[config.mk]
export PLATFORM = sky130hd
export DESIGN_NAME = kaqd_match
export DESIGN_NICKNAME = d
export VERILOG_FILES = /design/src/sv/kaqd_pkg.sv /design/src/sv/kaqd_match.sv
export SDC_FILE = /design/constraint.sdc
export NUM_CORES = 1
export LEC_CHECK = 0
export BUFFER_PORTS_ARGS = -buffer_cell sky130_fd_sc_hd__buf_2
export CORE_AREA = 2 2 424 426
export DETAILED_ROUTE_END_ITERATION = 6
export DIE_AREA = 0 0 426 428
export SLEW_MARGIN = 0
export SYNTH_ARGS = -nofsm -noshare
export SYNTH_HDL_FRONTEND = slang
export SYNTH_SLANG_ARGS = --single-unit
[constraint.sdc]
create_clock -name vclk -period 13.5
set_input_delay 2.7 -clock vclk [all_inputs]
set_output_delay 2.7 -clock vclk [all_outputs]
set_load 0.01 [all_outputs]
[src/sv/kaqd_pkg.sv]
package kaqd_pkg;

  localparam int NUM_QUEUES  = 8;
  localparam int QUEUE_DEPTH = 16;
  localparam int HANDLE_BITS = 16;

  localparam int KEY_W    = 64;
  localparam int HPORT_W  = 16;
  localparam int QPORT_W  = 3;
  localparam int ACT_W    = 4;
  localparam int ACT_RESET = 4;

  // internal widths
  localparam int QW     = (NUM_QUEUES > 1) ? $clog2(NUM_QUEUES) : 1;
  localparam int SLOT_W = $clog2(QUEUE_DEPTH);
  localparam int CNT_W  = $clog2(QUEUE_DEPTH + 1);
  localparam int SPAN_W = $clog2(NUM_QUEUES + 1);
  localparam int HS_W   = (HANDLE_BITS < HPORT_W) ? HANDLE_BITS : HPORT_W;
  localparam int ROW_W  = QUEUE_DEPTH * KEY_W;
  localparam int HA_W   = $clog2(NUM_QUEUES * QUEUE_DEPTH);

  localparam logic OP_PUSH = 1'b0;
  localparam logic OP_POP  = 1'b1;

  typedef enum logic [1:0] {
    ST_DONE     = 2'd0,
    ST_ZERO_KEY = 2'd1,
    ST_FULL     = 2'd2,
    ST_EMPTY    = 2'd3
  } status_t;

  typedef enum logic [2:0] {
    S_IDLE,
    S_POP,
    S_SCAN,
    S_MIN,
    S_INSERT,
    S_RESP
  } state_t;

  // per-queue ring pointers
  typedef struct packed {
    logic [SLOT_W-1:0] head;
    logic [CNT_W-1:0]  count;
  } qstate_t;

endpackage

[src/sv/kaqd_match.sv]
module kaqd_match (
  input  logic [kaqd_pkg::ROW_W-1:0] row,
  input  logic [kaqd_pkg::KEY_W-1:0] key,
  input  kaqd_pkg::qstate_t          qs,
  output logic                       hit
);
  import kaqd_pkg::*;

  // compare every lane of one queue row, live lanes only
  always_comb begin
    logic [SLOT_W:0] lane;
    logic [SLOT_W:0] off;
    hit = 1'b0;
    for (int i = 0; i < QUEUE_DEPTH; i++) begin
      lane = (SLOT_W+1)'(i);
      if (lane >= {1'b0, qs.head}) begin
        off = lane - {1'b0, qs.head};
      end else begin
        off = lane + (SLOT_W+1)'(QUEUE_DEPTH) - {1'b0, qs.head};
      end
      if (off < (SLOT_W+1)'(qs.count) && row[i*KEY_W +: KEY_W] == key) begin
        hit = 1'b1;
      end
    end
  end

endmodule

==> flow_summary.ini <==
[route]
drc = 0
drt_iter0_markers = 2605
wl_um = 230000
vias = 21868
ant_nets = 0
viasPerCell = 4.11
wire_per_inst_um = 43.2
first_pass_iters = 6

[logic_synthesis]
synth-compound-area-share = 0.142
synth_most_common_cell = xnor2_1
synth_top_area_frac = 0.295
synth-adder-area-share = 0.0620
synth_cells = 1801
synthXorXnorAreaFrac = 0.548
synth_seq_area_share = 0
synth-simple-area-share = 0.172
postSynthAreaPerCell_sq_um = 7.51
synth.area.mux_share = 0.000740
netlist-cell-type-count = 49
yosysTopAreaCell = xnor2_1
ys_top_cells_by_area = xnor2_1 (30%), xor2_1 (25%), nand4_1 (6.8%)
ys_warn_count = 0
synth_top_family_by_area = XOR/XNOR gates
netlist_area_sq_mm = 0.0135
ys_top_cells_by_count = xnor2_1 (456), xor2_1 (391), nand4_1 (146)

[cells_and_area]
final_area_sq_mm = 0.0224
syn_to_final_growth_pct = 65.8
nClkBuffers = 0
nets = 4031
seq_area_sq_um = 0
fillers = 20862
layout-drive-gt1-share = 0.429
nFlopsAndLatches = 0
fin_cells = 5318

[clocking]
cts_setup_buffers = 0
postCtsHoldBufs = 0
ctsResizeCount = 0

[sta]
setup_violations = 0
maxSlewHeadroom = -0.211
grt_setup_unrepaired = no
fmax_mhz = 103
hold_violations = 0
worst_hold_slack_ns = 6.20
timing.final.ws_setup_ns = 3.81
min_period_ns = 9.69
worstMarginPinSlew_ns = 1.80
slew_viol_final = 2
min_period_over_period = 0.718
setup-tns-final_ns = 0

[global_routing]
grt-ovfl-total = 0
first_global_vias = 21443
track_usage = 0.240
antenna_found_initial = 201
grt_pass1_wl_um = 273000
grt_max_degree = 19

[critical_path]
critPathCapture = hit
path_class = input port to output pin
cp.arrival_ns = 6.99
crit_path_end_kind = output pin
cp_max_fo = 10
worst_ep_required_time_ns = 10.80
crit_path_start = qs[7]
startpoint_type = input port

[place]
place_ws_ns = 3.69
io_buffer_count = 1098
gp_congestion = 0.986
dpl.cell_count = 5220
hpwl_um = 192000
placed_cell_area_sq_mm = 0.0222

[floorplanning]
dieArea_sq_mm = 0.182
core_area_sq_mm = 0.178
die_x_um = 426
start_util = 0.0762
fp.dieH_um = 428
ios = 1098
num_rows = 155

[run]
maxCapViolations = 1

[hold_path]
hold_class = input port to output pin

[power]
ir_drop_mv = 0.0362
p_leak_nw = 9.33
power.density_mw_per_mm2 = 41.3

[outcome]
status = finished with violations
violations = capacitance limit, slew limit
-- cell type report --
type	instances	area (sq um)	share of cell area
multi-input combinational	1560	12600	0.562
timing repair buffer	1190	6200	0.276
tap	2355	2950	0.131
inverter	115	432	0.0192
antenna	98	245	0.0109
-- report_power, final --
| part | leakage (nW) | total (mW) | switching, mW | internal [mW] |
|---|---|---|---|---|
| combinational | 9.33 | 0.927 | 0.598 | 0.329 |
| sequential | 0 | 0 | 0 | 0 |
| clock | 0.000622 | 0.000000906 | 0 | 0.000000906 |
-- worst min path at each step --
stage                     start   to  cells after the start
after CTS                 qs[4]  hit                      5
after global placement    qs[4]  hit                      5
final                     qs[4]  hit                      5
after floorplan           qs[4]  hit                      3
after detailed placement  qs[4]  hit                      5
after global routing      qs[4]  hit                      5
-- cells in the final DEF, fill, tap and decap left out, drive strengths merged, types with 18 or more instances in the layout --
| master | count |
|---|---|
| buf | 1190 |
| xnor2 | 456 |
| xor2 | 391 |
| nand4 | 146 |
| nor4 | 137 |
| inv | 114 |
| diode | 98 |
| ha | 67 |
| o22ai | 54 |
| o2bb2ai | 35 |
| nand2 | 28 |
| a221oi | 25 |
| a22o | 21 |
| nand2b | 18 |
| nor2 | 18 |
| nand3 | 18 |
-- logic make-up (layout without fill, tap and decap cells) --
kind of cell,Yosys count,in the layout
xor+xnor,847,847
buf+inv,242,1305
simple gates,396,396
fa+ha+maj,67,67
compound gates,247,247
other cells,1,100
mux,1,1
-- metal layers --
metal	global-route usage	part of all wire
met1	0.275	0.38
met2	0.390	0.46
met3	0.0938	0.11
met4	0.113	0.056
met5	0	0.0033
-- worst max-delay path, stage by stage --
cell	delay, ns
buf_2	0.19
inv_1	0.25
ha_1	0.34
ha_1	0.22
nand2_1	0.07
a211oi_1	0.58
ha_1	0.37
a221oi_1	0.40
nand4_1	0.15
nor4_1	0.66
a311oi_1	0.29
and4b_1	0.39
nand4_1	0.19
buf_2	0.17
-- metrics by stage --
step                 util  power, mW
floorplan               -      0.358
global route        0.126      0.956
detailed placement  0.125      0.918
global placement    0.125      0.923
finish              0.126      0.927
CTS                 0.125      0.923
Power figures use the tool's default switching activity.
