[src/sv/kaqd_ram.sv]
module kaqd_ram #(
  parameter int WIDTH = 8,
  parameter int DEPTH = 16,
  parameter int AW    = (DEPTH > 1) ? $clog2(DEPTH) : 1
) (
  input  logic             clk,
  input  logic             we,
  input  logic [AW-1:0]    waddr,
  input  logic [WIDTH-1:0] wdata,
  input  logic             re,
  input  logic [AW-1:0]    raddr,
  output logic [WIDTH-1:0] rdata
);

  logic [WIDTH-1:0] mem [DEPTH];

  always_ff @(posedge clk) begin
    if (we) begin
      mem[waddr] <= wdata;
    end
    // read data holds while re is low
    if (re) begin
      rdata <= mem[raddr];
    end
  end

endmodule

[config.mk]
export PLATFORM = sky130hd
export DESIGN_NAME = kaqd_ram
export DESIGN_NICKNAME = d
export VERILOG_FILES = /design/src/sv/kaqd_ram.sv
export SDC_FILE = /design/constraint.sdc
export NUM_CORES = 1
export LEC_CHECK = 0
export ABC_CLOCK_PERIOD_IN_PS = 2900
export BUFFER_PORTS_ARGS = -buffer_cell sky130_fd_sc_hd__buf_2
export CORE_ASPECT_RATIO = 0.75
export CORE_MARGIN = 10
export CORE_UTILIZATION = 65
export CTS_CLUSTER_DIAMETER = 60
export DETAILED_ROUTE_END_ITERATION = 10
export PLACE_DENSITY = 0.92
export SYNTH_ARGS = -nofsm -noshare
export SYNTH_HDL_FRONTEND = slang
export SYNTH_SLANG_ARGS = --single-unit
[constraint.sdc]
create_clock -name clk -period 2.9 [get_ports clk]
set_input_delay 0.145 -clock clk [delete_from_list [all_inputs] [get_ports clk]]
set_output_delay 0.145 -clock clk [all_outputs]
set_load 0.03 [all_outputs]
==> impl_metrics.yaml, run 1 <==
outcome:
  outcome: "finished, final reports clean"
clock_network:
  cts.sinks: 136
  clock_latency_ns: 0.53
  clock_path_buffers: 2
  cts_inserted_buffers: 17
  post-cts-setup-buffers: 0
  htreeDepth: 4
  postCtsHoldBufs: 1
  cts_resized: 0
  clockRootBuffer: "clkbuf_8"
  cts_tree: "yes"
  clk_pin_slew_ns: 0.06
power_and_ir_drop:
  p_leak_nw: 1.99
  switching_share: 0.205
  powerDensity_mw_per_mm2: 734
  p_sw_mw: 0.904
  power_frac_seq: 0.506
  p_comb_frac: 0.049
  power.internal_mw: 3.50
  p_clk_frac: 0.445
  ir_drop_mv: 0.553
timing:
  fin_ws_ns: 1.32
  fin_skew_ns: 0.00958
  setup_tns_ns: 0
  hold_viol_final: 0
  holdWs_ns: 0.0135
  setup_viol: 0
  max_freq_mhz: 635
  fin_crit_sh: 0.543
  rsz0062_at_grt: "false"
  slew_headroom: 0.389
  finalCriticalPeriod_ns: 1.58
  worstMarginPinSlew_ns: 0.913
  slew_viol_final: 0
worst_setup_path:
  max_stage_delay_ns: 0.51
  end_kind: "register"
  slowest_stage: "mux4_1"
  r2r_end: "rdata[5]"
  r2r_cells: 3
  critPathArrivalTime_ns: 1.83
  path_buf_inv: 0
  worstPathRequired_ns: 3.15
  path_cells: "mux4_1 > a22oi_1 > nand2_1"
  crit_type: "reg -> reg"
  reg2reg_slack_ns: 1.32
  cp-start-kind: "register"
  path_max_fanout: 1
  r2r_start: "mem[10][5]"
  cp_top_family: "multiplexers"
yosys:
  synth.top_cell.area_share: 0.781
  synth-seq-area-share: 0.781
  synth.area.top_cells: "edfxtp_1, mux4_2, mux4_1"
  synth_top_area_cell: "edfxtp_1"
  ys_warn_count: 0
  synth_cell_types: 18
  synth_seq_cells: 136
  syn_nets: 248
  synthCells: 229
  syn_avg_cell_area_um2: 22.8
  syn_area_mm2: 0.00523
route:
  vias: 2542
  via_per_inst: 6.55
  ant_nets: 0
  drtIter0Drc: 420
  drc: 0
  drtPass1Iterations: 5
  routed_wl_um: 10400
  avgRoutedWirePerCell_um: 26.9
placed_design:
  dp_hpwl_um: 6310
  place_ws_ns: 0.990
  dp.cells: 355
  gp_congestion: 0.874
  port_buffers: 26
cells_and_area:
  multiInputGateArea_mm2: 0.00106
  layout.cells.non_filler: 388
  nFillCells: 409
  area_delta_synth_final_pct: 14.7
  final_util: 0.764
  drive_gt1_frac: 0.258
  final_nets: 289
  diodes: 0
  seq_area_mm2: 0.00408
worst_hold_path:
  hold_depth: 1
  hp-start: "wdata[6]"
  holdPathEnd: "mem[3][6]"
  worstHoldPathType: "in -> reg"
global_route:
  grt_usage: 0.186
  grt-ovfl-total: 0
  grt_pass1_vias: 2617
  grt_max_degree: 33
  antenna_found_initial: 0
  grt_pass1_wl_um: 15800
die:
  coreArea_mm2: 0.00785
  initial_core_util: 0.666
  dieArea_mm2: 0.0121
  fp.dieH_um: 97.7
  die_w_um: 124
  rows: 28
  io_pins: 27
run:
  max_cap_viol_count: 0
[Yosys cell counts]
master           number
mux4_2               18
or3b_2                1
nand2b_1              2
nand2_1               9
nor2_1               13
nor2b_1               1
mux4_1               14
and2_1                1
nand3b_1              2
clkdlybuf4s25_2       3
edfxtp_1            136
buf_6                 3
buf_2                 3
nand3_1               1
and2b_1               1
nor3_1                4
a22oi_1              16
buf_4                 1
[power by group through the flow]
stage                     registers (mW)  logic, mW  clock network [mW]
after global placement              2.27      0.205                   0
after CTS                           2.23      0.217                1.97
after floorplan                     2.28      0.112                   0
after global routing                2.23      0.232                2.06
after detailed placement            2.27      0.213                   0
final                               2.23      0.217                1.96
[state kept, by name, indices dropped and copies added (netlist names)]
register,cells
mem,128
rdata,8
[per-stage QoR]
step	power, mW	area [µm²]
floorplan	2.40	5230
global placement	2.47	5450
detailed placement	2.48	5450
CTS	4.41	6000
global route	4.52	6000
finish	4.41	6000
[worst max path at each step]
stage	from	to	slack (ns)	cells after the start
final	mem[10][5]	rdata[5]	1.32	3
after global routing	mem[9][5]	rdata[5]	1.26	3
after CTS	mem[9][5]	rdata[5]	1.33	3
after detailed placement	raddr[0]	rdata[5]	0.99	5
after global placement	raddr[0]	rdata[4]	1.02	5
after floorplan	waddr[2]	mem[0][0]	1.26	2
[per-layer routing]
metal	vias to the layer above	share of wire	GRT usage
met3	13	0.12	0.0720
met2	179	0.48	0.274
li1	1067	-	-
met4	0	0.014	0.0697
met5	-	0	0
met1	1283	0.38	0.244
[logic make-up (layout without fill, tap and decap cells)]
group                  after synthesis  after routing  synth area share
DFF                                136            136             0.781
and+or+nand+nor                     35             35            0.0314
muxes                               32             32             0.148
AOI/OAI and AO/OA                   16             16            0.0230
buffers and inverters               10             64            0.0165
[cells in the final DEF, fill, tap and decap left out]
| cell type | n |
|---|---|
| clkinv_1 | 5 |
| edfxtp_1 | 136 |
| mux4_2 | 18 |
| buf_4 | 4 |
| mux4_1 | 14 |
| clkbuf_1 | 4 |
| buf_2 | 26 |
| nand2b_1 | 2 |
| clkinvlp_4 | 3 |
| a22oi_1 | 16 |
| and2b_1 | 1 |
| clkinv_2 | 1 |
| nand3b_1 | 2 |
| clkbuf_8 | 1 |
| nor2_1 | 13 |
| nand2_1 | 9 |
| bufinv_16 | 2 |
| dlygate4sd3_1 | 1 |
| and2_1 | 1 |
| or3b_2 | 1 |
| nand3_1 | 1 |
| nor2b_1 | 1 |
| clkbuf_16 | 16 |
| buf_12 | 1 |
| nor3_1 | 4 |
[layout make-up]
cell class                      count  share of cell area
Clock buffer                       21              0.0715
Tap cell                          105              0.0219
Timing Repair Buffer               32              0.0317
Clock inverter                     11              0.0177
Multi-Input combinational cell     83               0.176
Sequential cell                   136               0.681
Power figures use the tool's default switching activity.
==> run 2, diff against run 1 <==
==> config.mk (replaced) <==
export PLATFORM = sky130hd
export DESIGN_NAME = kaqd_ram
export DESIGN_NICKNAME = d
export VERILOG_FILES = /design/src/sv/kaqd_ram.sv
export SDC_FILE = /design/constraint.sdc
export NUM_CORES = 1
export LEC_CHECK = 0
export ABC_CLOCK_PERIOD_IN_PS = 1500
export BUFFER_PORTS_ARGS = -buffer_cell sky130_fd_sc_hd__buf_2
export CORE_ASPECT_RATIO = 0.75
export CORE_MARGIN = 10
export CORE_UTILIZATION = 60
export CTS_CLUSTER_DIAMETER = 60
export DETAILED_ROUTE_END_ITERATION = 10
export PLACE_DENSITY = 0.86
export SYNTH_ARGS = -nofsm -noshare
export SYNTH_HDL_FRONTEND = slang
export SYNTH_SLANG_ARGS = --single-unit
==> constraint.sdc (replaced) <==
create_clock -name clk -period 1.5 [get_ports clk]
set_input_delay 0.075 -clock clk [delete_from_list [all_inputs] [get_ports clk]]
set_output_delay 0.075 -clock clk [all_outputs]
set_load 0.03 [all_outputs]
==> run 2 against run 1 <==
Effect of this change:
- global-route usage is 1.1 points lower
- utilization fell by 3.0 points
- final area increased by 3.9%
- sequential cell count unchanged
- total power is 100% higher
- highest routed layer unchanged
- register-to-register slack lost 1.3 ns
- clock-buffer cell count fell by 4
- wire length fell by 1.4%
- clock power is 110% higher
- combinational power increased by 100%
- largest cell class unchanged
- first-iteration DRC count decreased by 31%
==> impl_metrics.yaml, run 2 (synthesis results as in run 1) <==
clock_network:
  cts.sinks: 136
  cts_inserted_buffers: 17
  clk_pin_slew_ns: 0.06
  clock_path_buffers: 2
  clockRootBuffer: "clkbuf_16"
  cts_tree: "yes"
  htreeDepth: 4
  clock_latency_ns: 0.41
  postCtsHoldBufs: 0
timing:
  worstMarginPinSlew_ns: 0.465
  hold_viol_final: 0
  max_freq_mhz: 675
  fin_ws_ns: 0.0190
  setup_tns_ns: 0
  slew_headroom: 0.690
  rsz0062_at_grt: "false"
  slew_viol_final: 0
  fin_crit_sh: 0.987
  setup_viol: 0
  fin_skew_ns: 0.00637
  finalCriticalPeriod_ns: 1.48
worst_setup_path:
  slowest_stage: "mux4_2"
  end_kind: "register"
  max_stage_delay_ns: 0.47
  worstPathRequired_ns: 1.65
  r2r_cells: 3
  path_max_fanout: 1
  cp-start-kind: "register"
  critPathArrivalTime_ns: 1.63
  path_cells: "mux4_2 > a22oi_1 > nand2_1"
  cp.depth: 3
  path_buf_inv: 0
  cp_top_family: "multiplexers"
  crit_type: "reg -> reg"
die:
  coreArea_mm2: 0.00849
  io_pins: 27
  dieArea_mm2: 0.0129
  rows: 29
  die_w_um: 128
  fp.dieH_um: 101
  initial_core_util: 0.616
worst_hold_path:
  hold_depth: 1
  worstHoldPathType: "in -> reg"
global_route:
  antenna_found_initial: 0
  grt_max_degree: 17
  grt-ovfl-total: 0
  grt_pass1_vias: 2719
  grt_usage: 0.174
  grt_pass1_wl_um: 16000
power_and_ir_drop:
  ir_drop_mv: 1.00
  p_sw_mw: 1.83
  powerDensity_mw_per_mm2: 1430
  p_leak_nw: 2.13
  power_frac_seq: 0.483
  p_clk_frac: 0.467
  p_comb_frac: 0.050
  switching_share: 0.206
  power.internal_mw: 7.08
placed_design:
  dp.cells: 376
  gp_congestion: 0.770
  place_ws_ns: -0.0932
  dp_hpwl_um: 6620
  port_buffers: 26
cells_and_area:
  mostFrequentLayoutCells: "edfxtp_1, buf_2, buf_4"
  largest_reg_flops: 128
  layout.cells.non_filler: 408
  top_regs: "mem x128, rdata x8"
  nFillCells: 487
  drive_gt1_frac: 0.340
  diodes: 0
  final_util: 0.734
  area_delta_synth_final_pct: 19.2
  top_register: "mem"
  multiInputGateArea_mm2: 0.00107
  final_common_cell: "edfxtp_1"
  final_nets: 306
  seq_area_mm2: 0.00408
route:
  ant_nets: 0
  drtPass1Iterations: 5
  avgRoutedWirePerCell_um: 25.2
  routed_wl_um: 10300
  vias: 2538
  via_per_inst: 6.22
  drc: 0
  drtIter0Drc: 289
run:
  max_cap_viol_count: 0
outcome:
  outcome: "finished, final reports clean"
==> run 2: cell count changes in the layout (fill, tap and decap cells not counted), moves of 3 or more <==
cell,previous run,this run
buf_4,4,20
clkbuf_1,4,0
clkinv_4,0,4
clkinv_1,5,2
==> run 2: cell type report <==
type / instances / area share
clock buffers: 17 / 0.0683
clock inverters: 15 / 0.0285
multi-input cells: 83 / 0.171
flip-flops and latches: 136 / 0.655
well taps: 108 / 0.0217
repair buffers: 49 / 0.0546
==> run 2: per-stage QoR <==
stage	instance area, µm²	power [mW]	hold slack (ns)
after global placement	5620	4.80	0.449
after floorplan	5230	4.63	0.174
after detailed placement	5620	4.83	0.455
after global routing	6230	9.21	0.0122
after CTS	6220	8.98	0.0147
final	6230	8.91	0.0349
==> run 2: routing by layer <==
| metal | global-route usage | share of wire | routed length, µm |
|---|---|---|---|
| met1 | 0.236 | 0.43 | 4390 |
| met2 | 0.253 | 0.47 | 4870 |
| met3 | 0.0631 | 0.081 | 834 |
| met4 | 0.0717 | 0.020 | 204 |
| met5 | 0 | 0 | 0 |
==> run 2: power groups by stage <==
| stage | clock network (mW) | registers [mW] | logic (mW) |
|---|---|---|---|
| final | 4.16 | 4.31 | 0.444 |
| after global routing | 4.41 | 4.31 | 0.481 |
| after detailed placement | 0 | 4.39 | 0.438 |
| after global placement | 0 | 4.38 | 0.422 |
| after CTS | 4.23 | 4.31 | 0.443 |
| after floorplan | 0 | 4.42 | 0.216 |
==> run 2: path summary, 6_finish.rpt <==
path,from,endpoint,slack [ns]
hold / removal,re,rdata[6],0.03
setup reg to reg,mem[10][0],rdata[0],0.02
hold reg to reg,mem[13][5],rdata[5],0.76
setup / recovery,mem[10][0],rdata[0],0.02
==> run 2: repair_timing <==
action / 4_1_cts / 5_1_grt
gates resized for setup: 0 / 3
setup buffers: 0 / 0
setup endpoints to repair: 0 / 3
==> run 3, diff against run 2 <==
--- a/config.mk
+++ b/config.mk
@@ -12,7 +12,7 @@
 export CORE_UTILIZATION = 60
 export CTS_CLUSTER_DIAMETER = 60
 export DETAILED_ROUTE_END_ITERATION = 10
-export PLACE_DENSITY = 0.86
+export PLACE_DENSITY_LB_ADDON = 0.15
 export SYNTH_ARGS = -nofsm -noshare
 export SYNTH_HDL_FRONTEND = slang
 export SYNTH_SLANG_ARGS = --single-unit
==> run 3 against run 2 <==
Effect of this change:
- sequential cell count is the same
- clock-buffer cell count grew 4
- wire length shrank 4.1%
- maximum frequency grew 0.61%
- critical endpoint is now rdata[6]
==> impl_metrics.yaml, run 3 (synthesis results as in run 1) <==
outcome:
  outcome: "finished, final reports clean"
die:
  coreArea_mm2: 0.00849
  initial_core_util: 0.616
  rows: 29
  dieArea_mm2: 0.0129
  fp.dieH_um: 101
  die_w_um: 128
  io_pins: 27
timing:
  setup_viol: 0
  setup_tns_ns: 0
  slew_viol_final: 0
  fin_crit_sh: 0.981
  max_freq_mhz: 679
  holdWs_ns: 0.0452
  fin_ws_ns: 0.0281
  rsz0062_at_grt: "false"
  worstMarginPinSlew_ns: 0.742
  finalCriticalPeriod_ns: 1.47
  slew_headroom: 0.505
  fin_skew_ns: 0.00565
  hold_viol_final: 0
global_route:
  grt_pass1_wl_um: 15300
  grt-ovfl-total: 0
  grt_usage: 0.165
  grt_max_degree: 21
  antenna_found_initial: 0
  grt_pass1_vias: 2681
clock_network:
  htreeDepth: 4
  clock_latency_ns: 0.41
  cts.sinks: 136
  cts_tree: "yes"
  clockRootBuffer: "clkbuf_16"
  postCtsHoldBufs: 0
  clock_path_buffers: 2
  cts_inserted_buffers: 17
  cts_resized: 0
  post-cts-setup-buffers: 0
  clk_pin_slew_ns: 0.05
cells_and_area:
  drive_gt1_frac: 0.315
  area_delta_synth_final_pct: 17.9
  fin_area_mm2: 0.00616
  top_register: "mem"
  mostFrequentLayoutCells: "edfxtp_1, buf_2, buf_4"
  final_util: 0.726
  final_common_cell: "edfxtp_1"
  seq_area_mm2: 0.00408
  top_regs: "mem x128, rdata x8"
  nFillCells: 503
  diodes: 0
  layout.cells.non_filler: 410
  largest_reg_flops: 128
  multiInputGateArea_mm2: 0.00107
  final_nets: 308
worst_setup_path:
  crit_type: "reg -> reg"
  end_kind: "register"
  path_max_fanout: 1
  critPathArrivalTime_ns: 1.62
  worstPathRequired_ns: 1.65
  cp-start-kind: "register"
power_and_ir_drop:
  power_mw: 8.37
  powerDensity_mw_per_mm2: 1360
  p_leak_nw: 2.10
  ir_drop_mv: 1.43
run:
  max_cap_viol_count: 0
placed_design:
  dp_hpwl_um: 6340
  dpl_cell_area_mm2: 0.00564
  place_ws_ns: -0.102
  port_buffers: 26
  dp.cells: 378
  gp_congestion: 0.752
route:
  drtPass1Iterations: 4
  routed_wl_um: 9870
  via_per_inst: 6.15
  drtIter0Drc: 272
  drc: 0
  avgRoutedWirePerCell_um: 24.1
  ant_nets: 0
  vias: 2523
worst_hold_path:
  worstHoldPathType: "in -> reg"
-- run 3: cell count changes in the layout (fill, tap and decap cells not counted), sizes merged --
cell and change:
buf +2, bufinv -2, clkbuf +4, clkinv +1
clkinvlp -1, inv -2
-- run 3: path summary, 6_finish.rpt --
| check | start | endpoint | slack (ns) | depth (start not counted) |
|---|---|---|---|---|
| worst min register to register | mem[5][6] | rdata[6] | 0.75 | 3 |
| worst min-delay path | wdata[1] | mem[14][1] | 0.05 | 1 |
| worst max-delay path | mem[15][6] | rdata[6] | 0.03 | 3 |
| worst max register to register | mem[15][6] | rdata[6] | 0.03 | 3 |
-- run 3: power by group --
part | total (mW) | leakage, nW | switching (mW) | internal, mW
clock network | 3.62 | 0.248 | 1.38 | 2.24
logic | 0.436 | 0.618 | 0.254 | 0.182
registers | 4.31 | 1.24 | 0.0261 | 4.29
total | 8.37 | 2.10 | 1.66 | 6.71
-- run 3: area by class of cell --
class	count	share of cell area
clock inverter	11	0.0134
multi-input combinational	83	0.173
timing repair buffer	51	0.0576
clock buffer	21	0.0714
tap	108	0.0219
sequential	136	0.662
-- run 3: metal layers --
metal,global-route usage,share of wire,wire (µm)
met2,0.232,0.46,4510
met4,0.0812,0.025,248
met1,0.228,0.45,4420
met5,0,0,0
met3,0.0552,0.069,683
-- run 3: critical path: stages, from the launching register on --
cell      delay (ns)
edfxtp_1        0.36
mux4_2          0.50
a22oi_1         0.27
nand2_1         0.08
