### src/sv/kaqd_pkg.sv
package kaqd_pkg;

  localparam int NUM_QUEUES  = 8;
  localparam int QUEUE_DEPTH = 16;
  localparam int HANDLE_BITS = 16;

  localparam int KEY_W    = 64;
  localparam int HPORT_W  = 16;
  localparam int QPORT_W  = 3;
  localparam int ACT_W    = 4;
  localparam int ACT_RESET = 4;

  // internal widths
  localparam int QW     = (NUM_QUEUES > 1) ? $clog2(NUM_QUEUES) : 1;
  localparam int SLOT_W = $clog2(QUEUE_DEPTH);
  localparam int CNT_W  = $clog2(QUEUE_DEPTH + 1);
  localparam int SPAN_W = $clog2(NUM_QUEUES + 1);
  localparam int HS_W   = (HANDLE_BITS < HPORT_W) ? HANDLE_BITS : HPORT_W;
  localparam int ROW_W  = QUEUE_DEPTH * KEY_W;
  localparam int HA_W   = $clog2(NUM_QUEUES * QUEUE_DEPTH);

  localparam logic OP_PUSH = 1'b0;
  localparam logic OP_POP  = 1'b1;

  typedef enum logic [1:0] {
    ST_DONE     = 2'd0,
    ST_ZERO_KEY = 2'd1,
    ST_FULL     = 2'd2,
    ST_EMPTY    = 2'd3
  } status_t;

  typedef enum logic [2:0] {
    S_IDLE,
    S_POP,
    S_SCAN,
    S_MIN,
    S_INSERT,
    S_RESP
  } state_t;

  // per-queue ring pointers
  typedef struct packed {
    logic [SLOT_W-1:0] head;
    logic [CNT_W-1:0]  count;
  } qstate_t;

endpackage

### src/sv/kaqd_least.sv
module kaqd_least (
  input  kaqd_pkg::qstate_t          qs [kaqd_pkg::NUM_QUEUES],
  input  logic [kaqd_pkg::SPAN_W-1:0] span,
  output logic [kaqd_pkg::QW-1:0]     idx
);
  import kaqd_pkg::*;

  // strict less-than keeps the lowest index on ties
  always_comb begin
    idx = '0;
    for (int q = 1; q < NUM_QUEUES; q++) begin
      if (SPAN_W'(q) < span && qs[q].count < qs[idx].count) begin
        idx = QW'(q);
      end
    end
  end

endmodule

### config.mk
export PLATFORM = sky130hd
export DESIGN_NAME = kaqd_least
export DESIGN_NICKNAME = d
export VERILOG_FILES = /design/src/sv/kaqd_pkg.sv /design/src/sv/kaqd_least.sv
export SDC_FILE = /design/constraint.sdc
export NUM_CORES = 1
export LEC_CHECK = 0
export ABC_AREA = 1
export BUFFER_PORTS_ARGS = -buffer_cell sky130_fd_sc_hd__clkbuf_2
export CAP_MARGIN = 10
export CELL_PAD_IN_SITES_DETAIL_PLACEMENT = 1
export CELL_PAD_IN_SITES_GLOBAL_PLACEMENT = 1
export CORE_MARGIN = 2
export CORE_UTILIZATION = 33
export DETAILED_ROUTE_END_ITERATION = 12
export PLACE_DENSITY = 0.93
export SETUP_SLACK_MARGIN = 0.02
export SKIP_LAST_GASP = 1
export SLEW_MARGIN = 5
export SYNTH_ARGS = -nofsm -noshare
export SYNTH_HDL_FRONTEND = slang
export SYNTH_SLANG_ARGS = --single-unit
export TNS_END_PERCENT = 20
### constraint.sdc
create_clock -name vclk -period 18.7
set_input_delay 3.74 -clock vclk [all_inputs]
set_output_delay 3.74 -clock vclk [all_outputs]
set_load 0.01 [all_outputs]
==> summary by stage, run 1 <==
Floorplanning
The die is 80.49 um tall. The initial utilization of the core area, before any placement, comes to 34.64%. The row count is 27. The floorplan step set the die width to 80.49 um. The floorplan step defined a die boundary enclosing 6478 um2. The area of the placeable core is 5574 um2. The number of placed I/O pins is 79.

STA
The number of pins with negative max-slew slack in the final report is 0. The worst pin sits at a relative slew slack of 78.73%. The clock period minus worst slack is 17.80 ns.

The transition at the pin with the smallest max-transition slack is 0.3156 ns. After routing, the total negative slack on setup checks comes to 0 ns. The final critical path takes up 95.16% of the cycle. The total setup violations reported at the end of the flow is 0. Final hold analysis gives a worst-case slack of 8.019 ns. Based on the critical path, the design can be clocked at up to 56.20 MHz. The hold violation count in the final report came to 0. Setup repair after global routing left no endpoint under its margin.

Synthesis
The post-synth net total is 442. The mapped cell area is 1931 um2. The part of the Yosys area used for sequential elements is 0%. The number of synthesis warnings is 0.

The number of different library cells used by synthesis comes to 37. Synthesis handed over a netlist of 338 instances. The synthesized area per cell is 5.712 um2.

Route
Summed over all layers, the routed wires come to 7.814 mm. The via total after detailed routing is 2542. The iteration count of the initial detailed-routing pass is 4. The DRC violations left is 0. The post-detailed-route via-to-cell ratio is 5.562. After detailed routing, the average wire length per cell comes to 17.10 um. The violation count after the first detailed-routing iteration is 131. Once detail routing completed, the nets flagged for antenna violations numbered 0.

Placement
The count of buffers added on input and output ports is 47. Including well taps, the total number of placed cells is 455. The estimated wirelength of the detail-placed design is 6.475 mm.

The global placement routability congestion is 0.9322.

Power
The switching part of the total is 64.42%. For this design the total switching power over the nets is 249.4 uW. The design draws 387.2 uW.

Per report_power, the combinational group accounts for 100.0% of the total. The clock network accounts for 0% of the total power. The maximum vdd ir drop is 0.00007492 V.

The part of the power in registers is 0%. The internal power is 137.7 uW. The power per unit of standard cell area is 167.4 nW/um2. The leakage power total is 0.001241 uW.

Finish
The count of fill cells added during filler insertion is 800. In the finished layout, the clock tree contains a buffer count of 0. The end-of-flow core utilization is 41.48%. The count of inserted antenna diode cells is 0. The relative area change from synthesis to final layout is 19.77%. The ratio of cells with drive above 1 in the final layout is 24.68%. The leading cell type in the layout, fill and taps excluded is sky130_fd_sc_hd__nand2_1. Excluding fillers, the count of instances in the completed layout stands at 457. In the final layout, flip-flops and latches occupy 0 um2. The number of flip-flops and latches is 0.

The number of nets in the layout is 491. The library cells used most frequently in the layout, excluding fill and tap cells, are 96 x sky130_fd_sc_hd__nand2_1, 47 x sky130_fd_sc_hd__clkbuf_2, 38 x sky130_fd_sc_hd__inv_1, 28 x sky130_fd_sc_hd__o21ai_0, 28 x sky130_fd_sc_hd__ha_1.

Critical path
The worst setup path is launched from an input port. The worst setup path is captured at an output pin. The family with the most delay on the worst path is simple AND/OR/NAND/NOR gates.

The sum of buffers and inverters on the critical path is 12. The largest single stage delay on the critical path is 0.35 ns. The cell with the most instances on the worst path is sky130_fd_sc_hd__nand2_1. STA puts the critical path data required time at 14.96 ns. The critical setup path kind is in2out. The arrival time at the worst endpoint is 14.06 ns.

The slowest cell on the critical path is sky130_fd_sc_hd__ha_1. Along the worst path, the maximum fanout reaches 18.

Global route
The number of antenna violations at the first check in global routing is 0. The number of global-route vias before repair was 2653. Global routing consumed, over all layers together, 24.01% of the routing resources. Global routing finished with a remaining overflow of 0. The first global-routing pass estimated 12.41 mm of wire. Entering global routing, the biggest net connects 19 pins.

Min path
The min-delay analysis places its worst path in the category in2out.

Flow run
The number of violations of the max-capacitance limit is 0.

Outcome
The run finished with clean final reports.
## cell usage after synthesis, types with 3 or more instances
library cell	n	area, um2
sky130_fd_sc_hd__inv_1	40	150.1
sky130_fd_sc_hd__ha_1	28	350.3
sky130_fd_sc_hd__o21ai_0	28	140.1
sky130_fd_sc_hd__a21oi_1	19	95.09
sky130_fd_sc_hd__buf_6	4	45.04
sky130_fd_sc_hd__nand2_2	12	75.07
sky130_fd_sc_hd__o21a_1	3	22.52
sky130_fd_sc_hd__a31oi_1	3	18.77
sky130_fd_sc_hd__nand3_1	19	95.09
sky130_fd_sc_hd__o21ai_1	4	20.02
sky130_fd_sc_hd__o211ai_1	14	105.1
sky130_fd_sc_hd__inv_2	4	15.01
sky130_fd_sc_hd__nor2_1	22	82.58
sky130_fd_sc_hd__nand2_4	6	67.56
sky130_fd_sc_hd__nand4_1	4	25.02
sky130_fd_sc_hd__nand3_2	4	40.04
sky130_fd_sc_hd__nand2_1	98	367.9
## area by class of cell
class | instances | area, um2 | share of cell area, %
multi-input combinational | 285 | 1754 | 75.87
timing repair buffer | 53 | 280.3 | 12.12
inverter | 46 | 182.7 | 7.900
tap | 72 | 90.09 | 3.896
timing repair inverter | 1 | 5.005 | 0.2164
## what timing repair did
item | CTS | global route
setup endpoints to repair | 0 | 3
setup buffers | 0 | 1
hold buffers | 0 | 0
gates resized for setup | 0 | 15
## cells by family (layout without fill, tap and decap cells)
family                   Yosys count  count (layout)  synth area share [%]
adder cells (fa/ha/maj)           28              28                 18.15
AND/OR/NAND/NOR                  172             172                 42.26
AO/OA/AOI/OAI                     85              85                 27.54
buffers and inverters             53             100                 12.05
## through the flow
step                      instance area [um2]  worst slack, ns
after floorplan                          1931            1.679
after global placement                   2236           0.8310
after global routing                     2312          0.05202
after detailed placement                 2236           0.3861
final                                    2312           0.9049
after CTS                                2236           0.3322
## worst min-delay path: stages
cell and delay, ns:
sky130_fd_sc_hd__clkbuf_2 0.08, sky130_fd_sc_hd__a21oi_1 0.03, sky130_fd_sc_hd__nand2_1 0.08, sky130_fd_sc_hd__nand2_1 0.07, sky130_fd_sc_hd__nand2_1 0.10, sky130_fd_sc_hd__nand2_1 0.05, sky130_fd_sc_hd__clkbuf_2 0.12
## layer usage
metal	track usage, %	part of all wire [%]
met1	28.00	42
met2	46.92	51
met3	1.685	4.1
met4	5.424	2.8
met5	0	0
## path summary, 6_finish.rpt
kind    from      to  slack [ns]  cells after the start
max   qs[67]  idx[1]        0.90                     63
min    qs[0]  idx[2]        8.02                      7
## power groups by stage
stage                     Sequential [uW]  Clock (uW)  Combinational (uW)
after floorplan                         0           0                 271
after global routing                    0           0                 430
after CTS                               0           0                 368
final                                   0           0                 387
after detailed placement                0           0                 366
after global placement                  0           0                 344
(Power assumes the default switching activity.)
==> inputs of run 2 (changes only) <==
==> constraint.sdc (replaced) <==
create_clock -name vclk -period 18.7
set_input_delay 4.675 -clock vclk [all_inputs]
set_output_delay 4.675 -clock vclk [all_outputs]
set_load 0.01 [all_outputs]
==> run 2 against run 1 <==
The flow now finishes with violations (negative setup slack). Core utilization grew 15 points. Combinational power up 59%. Die area is the same. Highest routed layer unchanged.
==> summary by stage, run 2 (same netlist as run 1, synthesis figures left out) <==
Finish
The area taken by multi-input logic gates is 2107 um2 (+20%). The area of all placed cells without fillers is 3149 um2 (+36%). The count of inserted antenna diode cells is 0 (unchanged). The count of fill cells added during filler insertion was 766 (-4.3%). The ratio of cells with drive above 1 in the final layout was 48.17% (+23 points).

The end-of-flow core utilization came to 56.50% (+15 points). The number of flip-flops and latches is 0 (unchanged). The area of all sequential standard cells was 0 um2 (unchanged). The area growth from synthesis to layout is 63.12%. Leaving out fill and tap cells, the most frequent cells in the layout are 81 x sky130_fd_sc_hd__nand2_1, 47 x sky130_fd_sc_hd__buf_4, 43 x sky130_fd_sc_hd__clkbuf_2, 32 x sky130_fd_sc_hd__inv_1, 24 x sky130_fd_sc_hd__nand2_2. The number of nets in the layout is 542 (+10%). The number of clock buffers in the layout is 0 (unchanged). Leaving out fill and tap cells, the most frequent cell in the layout is sky130_fd_sc_hd__nand2_1.

Critical path
The required time of the critical path is 14.03 ns (-0.93 ns). The endpoint class of the critical path is an output pin. The worst setup path is of the in2out kind.

The sort of element at the start of the critical path is an input port. The delay of the slowest critical-path stage is 0.38 ns (+0.03 ns). In this run the worst setup path begins at qs[66]. In this design, the critical path's most frequently occurring cell is sky130_fd_sc_hd__nand2_1. The maximum net fanout on the critical path is 8 (-10). The slowest stage of the critical path is the sky130_fd_sc_hd__a2111oi_2 cell. The arrival time at the worst endpoint is 14.62 ns (+0.56 ns).

STA
The fmax is 51.81 MHz (-7.8%). The transition at the pin with the smallest max-transition slack is 0.5230 ns (+0.2074 ns). The total setup violations reported at the end of the flow is 3 (+3). The number of pins with negative max-slew slack in the final report is 0 (unchanged). The period utilization came to 103.2% (+8.0 points). The worst setup slack after layout is -0.5998 ns (-1.505 ns). The hold violation count in the final report came to 0 (unchanged). Setup repair after global routing could not meet its margin everywhere. The clock period minus worst slack is 19.30 ns (+1.505 ns). The headroom to the max-slew limit was 64.90% (-14 points). The worst slack on hold paths is 9.942 ns (+1.923 ns).

Route
The total wirelength of the detailed-routed design is 12.28 mm (+57%). The via total after detailed routing was 3234 (+27%). The violation count after the first detailed-routing iteration is 249 (+90%).

The detail-routed net length per standard cell is 24.18 um (+41%). The post-detailed-route via-to-cell ratio is 6.366 (+14%). The post-detailed-route count of antenna-violating nets is 0 (unchanged).

The DRC violations left is 0 (unchanged). The iteration count of the initial detailed-routing pass is 5 (+1).

Global route
The wire length of the first global-routing pass is 13.23 mm (+6.6%). The fraction of met2 tracks used by global routing is 48.33% (+1.4 points). The pin count of the biggest net entering global routing is 14 (-5). The total global-route track usage is 25.78% (+1.8 points). The number of antenna violations at the first check in global routing was 0 (unchanged). The met1 demand-to-capacity share in global routing is 30.20% (+2.2 points). The busiest layer in global routing is met2. The global-route track usage on met3 was 2.584% (+0.90 points). The overall overflow remaining after global route is 0 (unchanged).

The number of global-route vias before repair is 2858 (+7.7%).

Power
The power per unit of standard cell area is 195.6 nW/um2 (+17%). The leakage power total is 0.001560 uW (+26%). The maximum vdd ir drop is 0.00009874 V (+32%).

The switching power total came to 363.1 uW (+46%). The part of the power in registers is 0% (unchanged). The internal power is 253.0 uW (+84%). The proportion of power drawn by combinational gates came to 100.0% (about the same). The switching part of the total is 58.93% (-5.5 points). The power consumption is 616.1 uW (+59%). The share of total power in the clock network was 0% (unchanged).

Outcome
The checks that failed: negative setup slack. The flow ran to the end, but the final reports show violations.

Floorplanning
The number of placed I/O pins came to 79 (unchanged). The area of the placeable core is 5574 um2 (unchanged). The die area was 6478 um2 (unchanged). The horizontal extent of the die came to 80.49 um (unchanged). The die span in y is 80.49 um (unchanged).

The row count is 27 (unchanged). The initial core utilization came to 34.64% (unchanged).

Placement
The global placement routability congestion came to 0.9574 (+2.7%). The number of input and output port buffers inserted is 47 (unchanged). The pre-CTS worst setup slack came to -0.7543 ns (-1.140 ns). The post-place instance area was 2356 um2 (+5.4%). The estimated wirelength of the detail-placed design was 6.584 mm (+1.7%).

Flow run
The number of violations of the max-capacitance limit came to 0 (unchanged).

CTS
The hold-fix buffer count after cts is 0 (unchanged).

Min path
The worst hold path begins at qs[0]. The path class of the tightest hold or removal check is in2out.
run 2: cell count changes in the layout (fill, tap and decap cells not counted), moves of 6 or more:
cell and change:
sky130_fd_sc_hd__ha_1 -13, sky130_fd_sc_hd__buf_6 +8, sky130_fd_sc_hd__ha_4 +10, sky130_fd_sc_hd__a21oi_2 +6, sky130_fd_sc_hd__a21oi_1 -7, sky130_fd_sc_hd__o21ai_2 +8
sky130_fd_sc_hd__buf_4 +41, sky130_fd_sc_hd__inv_1 -6, sky130_fd_sc_hd__nand2_1 -15, sky130_fd_sc_hd__nand2_2 +13, sky130_fd_sc_hd__o21ai_0 -15
run 2: timing repair:
item,in CTS,in global routing
gates resized for setup,26,100
buffers inserted,12,25
endpoints found under the setup margin,3,3
pin swaps,12,64
cloned,0,1
run 2: critical path: cells and delay by family:
| family | cells | cell delay (ns) |
|---|---|---|
| buf+inv | 13 | 1.71 |
| compound gates | 17 | 3.04 |
| fa+ha+maj | 7 | 1.69 |
| simple gates | 31 | 3.47 |
run 2: worst paths after layout:
check,end,slack (ns),depth (start not counted)
max,idx[1],-0.60,68
min,idx[2],9.94,7
run 2: metrics by stage:
| step | TNS (ns) | instances |
|---|---|---|
| 6_report | -1.779 | 508 |
| 5_1_grt | -2.951 | 508 |
| 4_1_cts | 0 | 482 |
| 3_5_place_dp | -2.240 | 470 |
| 3_3_place_gp | -0.7365 | 470 |
| 2_1_floorplan | 0 | 338 |
run 2: area by class of cell:
cell class	instances	area share, %
inverter	46	5.999
tap	72	2.861
timing repair buffer	105	24.24
multi-input combinational	285	66.91
run 2: per-layer routing:
metal | part of all wire [%] | vias up
met4 | 9.2 | 0
met1 | 34 | 1510
met3 | 8.9 | 116
met2 | 48 | 256
li1 | - | 1352
met5 | 0 | -
run 2: power groups by stage:
| stage | Sequential (uW) | Combinational (uW) | Clock, uW |
|---|---|---|---|
| finish | 0 | 616 | 0 |
| global route | 0 | 645 | 0 |
| CTS | 0 | 412 | 0 |
| detailed placement | 0 | 374 | 0 |
| global placement | 0 | 351 | 0 |
| floorplan | 0 | 272 | 0 |
==> inputs of run 3 (changes only) <==
- CORE_MARGIN: 2 -> 5
- CORE_UTILIZATION: 33 -> 36
- PLACE_DENSITY: 0.93 -> 0.95
- clock period: 18.7 -> 24.4 ns (I/O delays scaled with it)
==> run 3 against run 2 <==
Die area rose by 6.9%. Largest cell class unchanged. Critical path depth fell by 8. Non-clock buffer count is 58 lower. Cell count shrank 12%. Final area shrank 30%. Global-route usage is 5.4 points lower. First-iteration DRC count shrank 33%. Wire length down 40%. Combinational power decreased by 56%. Sequential cell count unchanged. The run now ends clean. Critical path type unchanged. Core utilization is 14 points lower.
==> summary by stage, run 3 (same netlist as run 1, synthesis figures left out) <==
STA
The number of pins with negative max-slew slack in the final report came to 0 (unchanged). The final sum of negative setup slack was 0 ns (+1.779 ns). The transition at the pin with the smallest max-transition slack is 0.4631 ns (-0.05987 ns). The clock period minus worst slack is 23.42 ns.

The worst slack on hold paths is 12.72 ns (+2.778 ns). The hold violation count in the final report is 0 (unchanged). Derived from the worst setup path, the maximum achievable clock frequency is 42.70 MHz. The period utilization is 95.98%. The headroom to the max-slew limit is 68.87% (+4.0 points).

Setup repair after global routing left no endpoint under its margin. The total setup violations reported at the end of the flow came to 0 (-3).

CTS
The number of buffers inserted by post-CTS setup repair is 0 (-12).

Power
The maximum vdd ir drop was 0.00006760 V (-32%). The power per unit of standard cell area is 123.5 nW/um2 (-37%). The leakage power total is 0.001211 uW (-22%).

Critical path
The maximum net fanout on the critical path is 18 (+10). The arrival time at the worst endpoint was 17.32 ns (+2.70 ns). STA classifies the critical path endpoint as an output pin. Counting stages on the worst path, the most repeated cell is sky130_fd_sc_hd__nand2_1. The required time of the critical path is 18.30 ns (+4.27 ns). The delay of the slowest critical-path stage is 0.45 ns (+0.07 ns). The slowest cell on the critical path is sky130_fd_sc_hd__nor4_2. The critical setup path kind is in2out.

The sort of element at the start of the critical path is an input port.

Placement
The number of input and output port buffers inserted is 47 (unchanged). The estimated wirelength of the detail-placed design is 6.360 mm (-3.4%). The global placement routability congestion is 0.9050 (-5.5%). The cell count after placement is 448 (-4.7%).

Route
The DRC violations left came to 0 (unchanged). The violation count after the first detailed-routing iteration is 167 (-33%). The total wirelength of the detailed-routed design is 7.399 mm (-40%). The post-detailed-route via-to-cell ratio is 5.661 (-11%). The via total after detailed routing is 2536 (-22%). The detail-routed net length per standard cell was 16.52 um (-32%). The post-detailed-route count of antenna-violating nets is 0 (unchanged). The iteration count of the initial detailed-routing pass is 4 (-1).

Finish
The final non-filler cell total is 448 (-12%). In the layout the commonest cells are 98 x sky130_fd_sc_hd__nand2_1, 47 x sky130_fd_sc_hd__clkbuf_2, 40 x sky130_fd_sc_hd__inv_1, 28 x sky130_fd_sc_hd__o21ai_0, 28 x sky130_fd_sc_hd__ha_1. The end-of-flow core utilization is 42.69% (-14 points). Relative to the synthesized area, the layout overhead comes to 14.39%. The area of all sequential standard cells came to 0 um2 (unchanged). The number of nets in the layout is 484 (-11%). The count of fill cells added during filler insertion came to 775 (+1.2%). The ratio of cells with drive above 1 in the final layout came to 21.69% (-26 points). The number of flip-flops and latches came to 0 (unchanged). The leading cell type in the layout, fill and taps excluded is sky130_fd_sc_hd__nand2_1. The count of inserted antenna diode cells was 0 (unchanged). The number of clock buffers in the layout is 0 (unchanged).

Flow run
The number of violations of the max-capacitance limit is 0 (unchanged).

Global route
The overall overflow remaining after global route is 0 (unchanged). The pin count of the biggest net entering global routing is 19 (+5). The wire length of the first global-routing pass is 12.07 mm (-8.8%). The number of global-route vias before repair is 2565 (-10%). The number of antenna violations at the first check in global routing came to 0 (unchanged).

The total global-route track usage is 20.42% (-5.4 points).

Floorplanning
The horizontal extent of the die is 83.23 um (+3.4%). The initial core utilization came to 37.32% (+2.7 points). The row count was 26 (-3.7%). The area of the placeable core was 5172 um2 (-7.2%). The number of placed I/O pins was 79 (unchanged). The die span in y is 83.23 um (+3.4%). The die area is 6927 um2 (+6.9%).

Min path
The path class of the tightest hold or removal check is in2out. The worst hold path terminates at idx[1]. The worst hold path cell count is 7 (unchanged). The beginning of the worst hold path is qs[0].

Outcome
The flow ran to the end, and the final reports show no timing, DRC or antenna violations.
==> run 3: layer usage <==
metal | vias to the layer above | wire (um) | global-route usage, %
li1 | 1239 | - | -
met1 | 1217 | 3196 | 25.52
met2 | 72 | 3860 | 38.27
met3 | 8 | 273 | 1.287
met4 | 0 | 68 | 3.715
met5 | - | 0 | 0
==> run 3: how the worst max path moves through the flow <==
| stage | from | cells past startpoint | to | slack (ns) |
|---|---|---|---|---|
| 3_3_place_gp | qs[67] | 59 | idx[1] | 1.07 |
| 3_5_place_dp | qs[67] | 60 | idx[1] | 0.56 |
| 6_report | qs[67] | 60 | idx[2] | 0.98 |
| 4_1_cts | qs[67] | 60 | idx[1] | 0.53 |
| 5_1_grt | qs[65] | 60 | idx[1] | 0.13 |
| 2_1_floorplan | qs[67] | 63 | idx[0] | 2.66 |
==> run 3: final cells by class <==
class	count	area, um2	area share (%)
Timing Repair Buffer	47	235.2	10.65
Multi-Input combinational cell	285	1710	77.45
Tap cell	70	87.58	3.966
Inverter	46	175.2	7.932
==> run 3: stage by stage <==
step | setup slack, ns | instance area, um2 | total power (uW)
final | 0.9815 | 2208 | 272.7
after global routing | 0.1308 | 2208 | 308.4
after CTS | 0.5344 | 2196 | 269.6
after detailed placement | 0.5590 | 2196 | 268.1
after global placement | 1.068 | 2196 | 253.1
after floorplan | 2.659 | 1931 | 207.7
==> run 3: where the power goes <==
part           switching, uW  total [uW]  leakage, uW  internal, uW
clock                      0           0            0             0
sequential                 0           0            0             0
combinational            179         273      0.00121          93.5
total                    179         273      0.00121          93.5
==> run 3: worst max-delay path, delay by kind of cell <==
family | cells | cell delay, ns
and+or+nand+nor | 24 | 3.82
buffers and inverters | 10 | 1.51
adders and majority gates | 7 | 2.08
AOI/OAI and AO/OA | 19 | 3.77
==> run 3: repair_timing <==
action	4_1_cts	5_1_grt
gates resized for setup	0	3
hold buffers	0	0
endpoints found under the setup margin	0	3
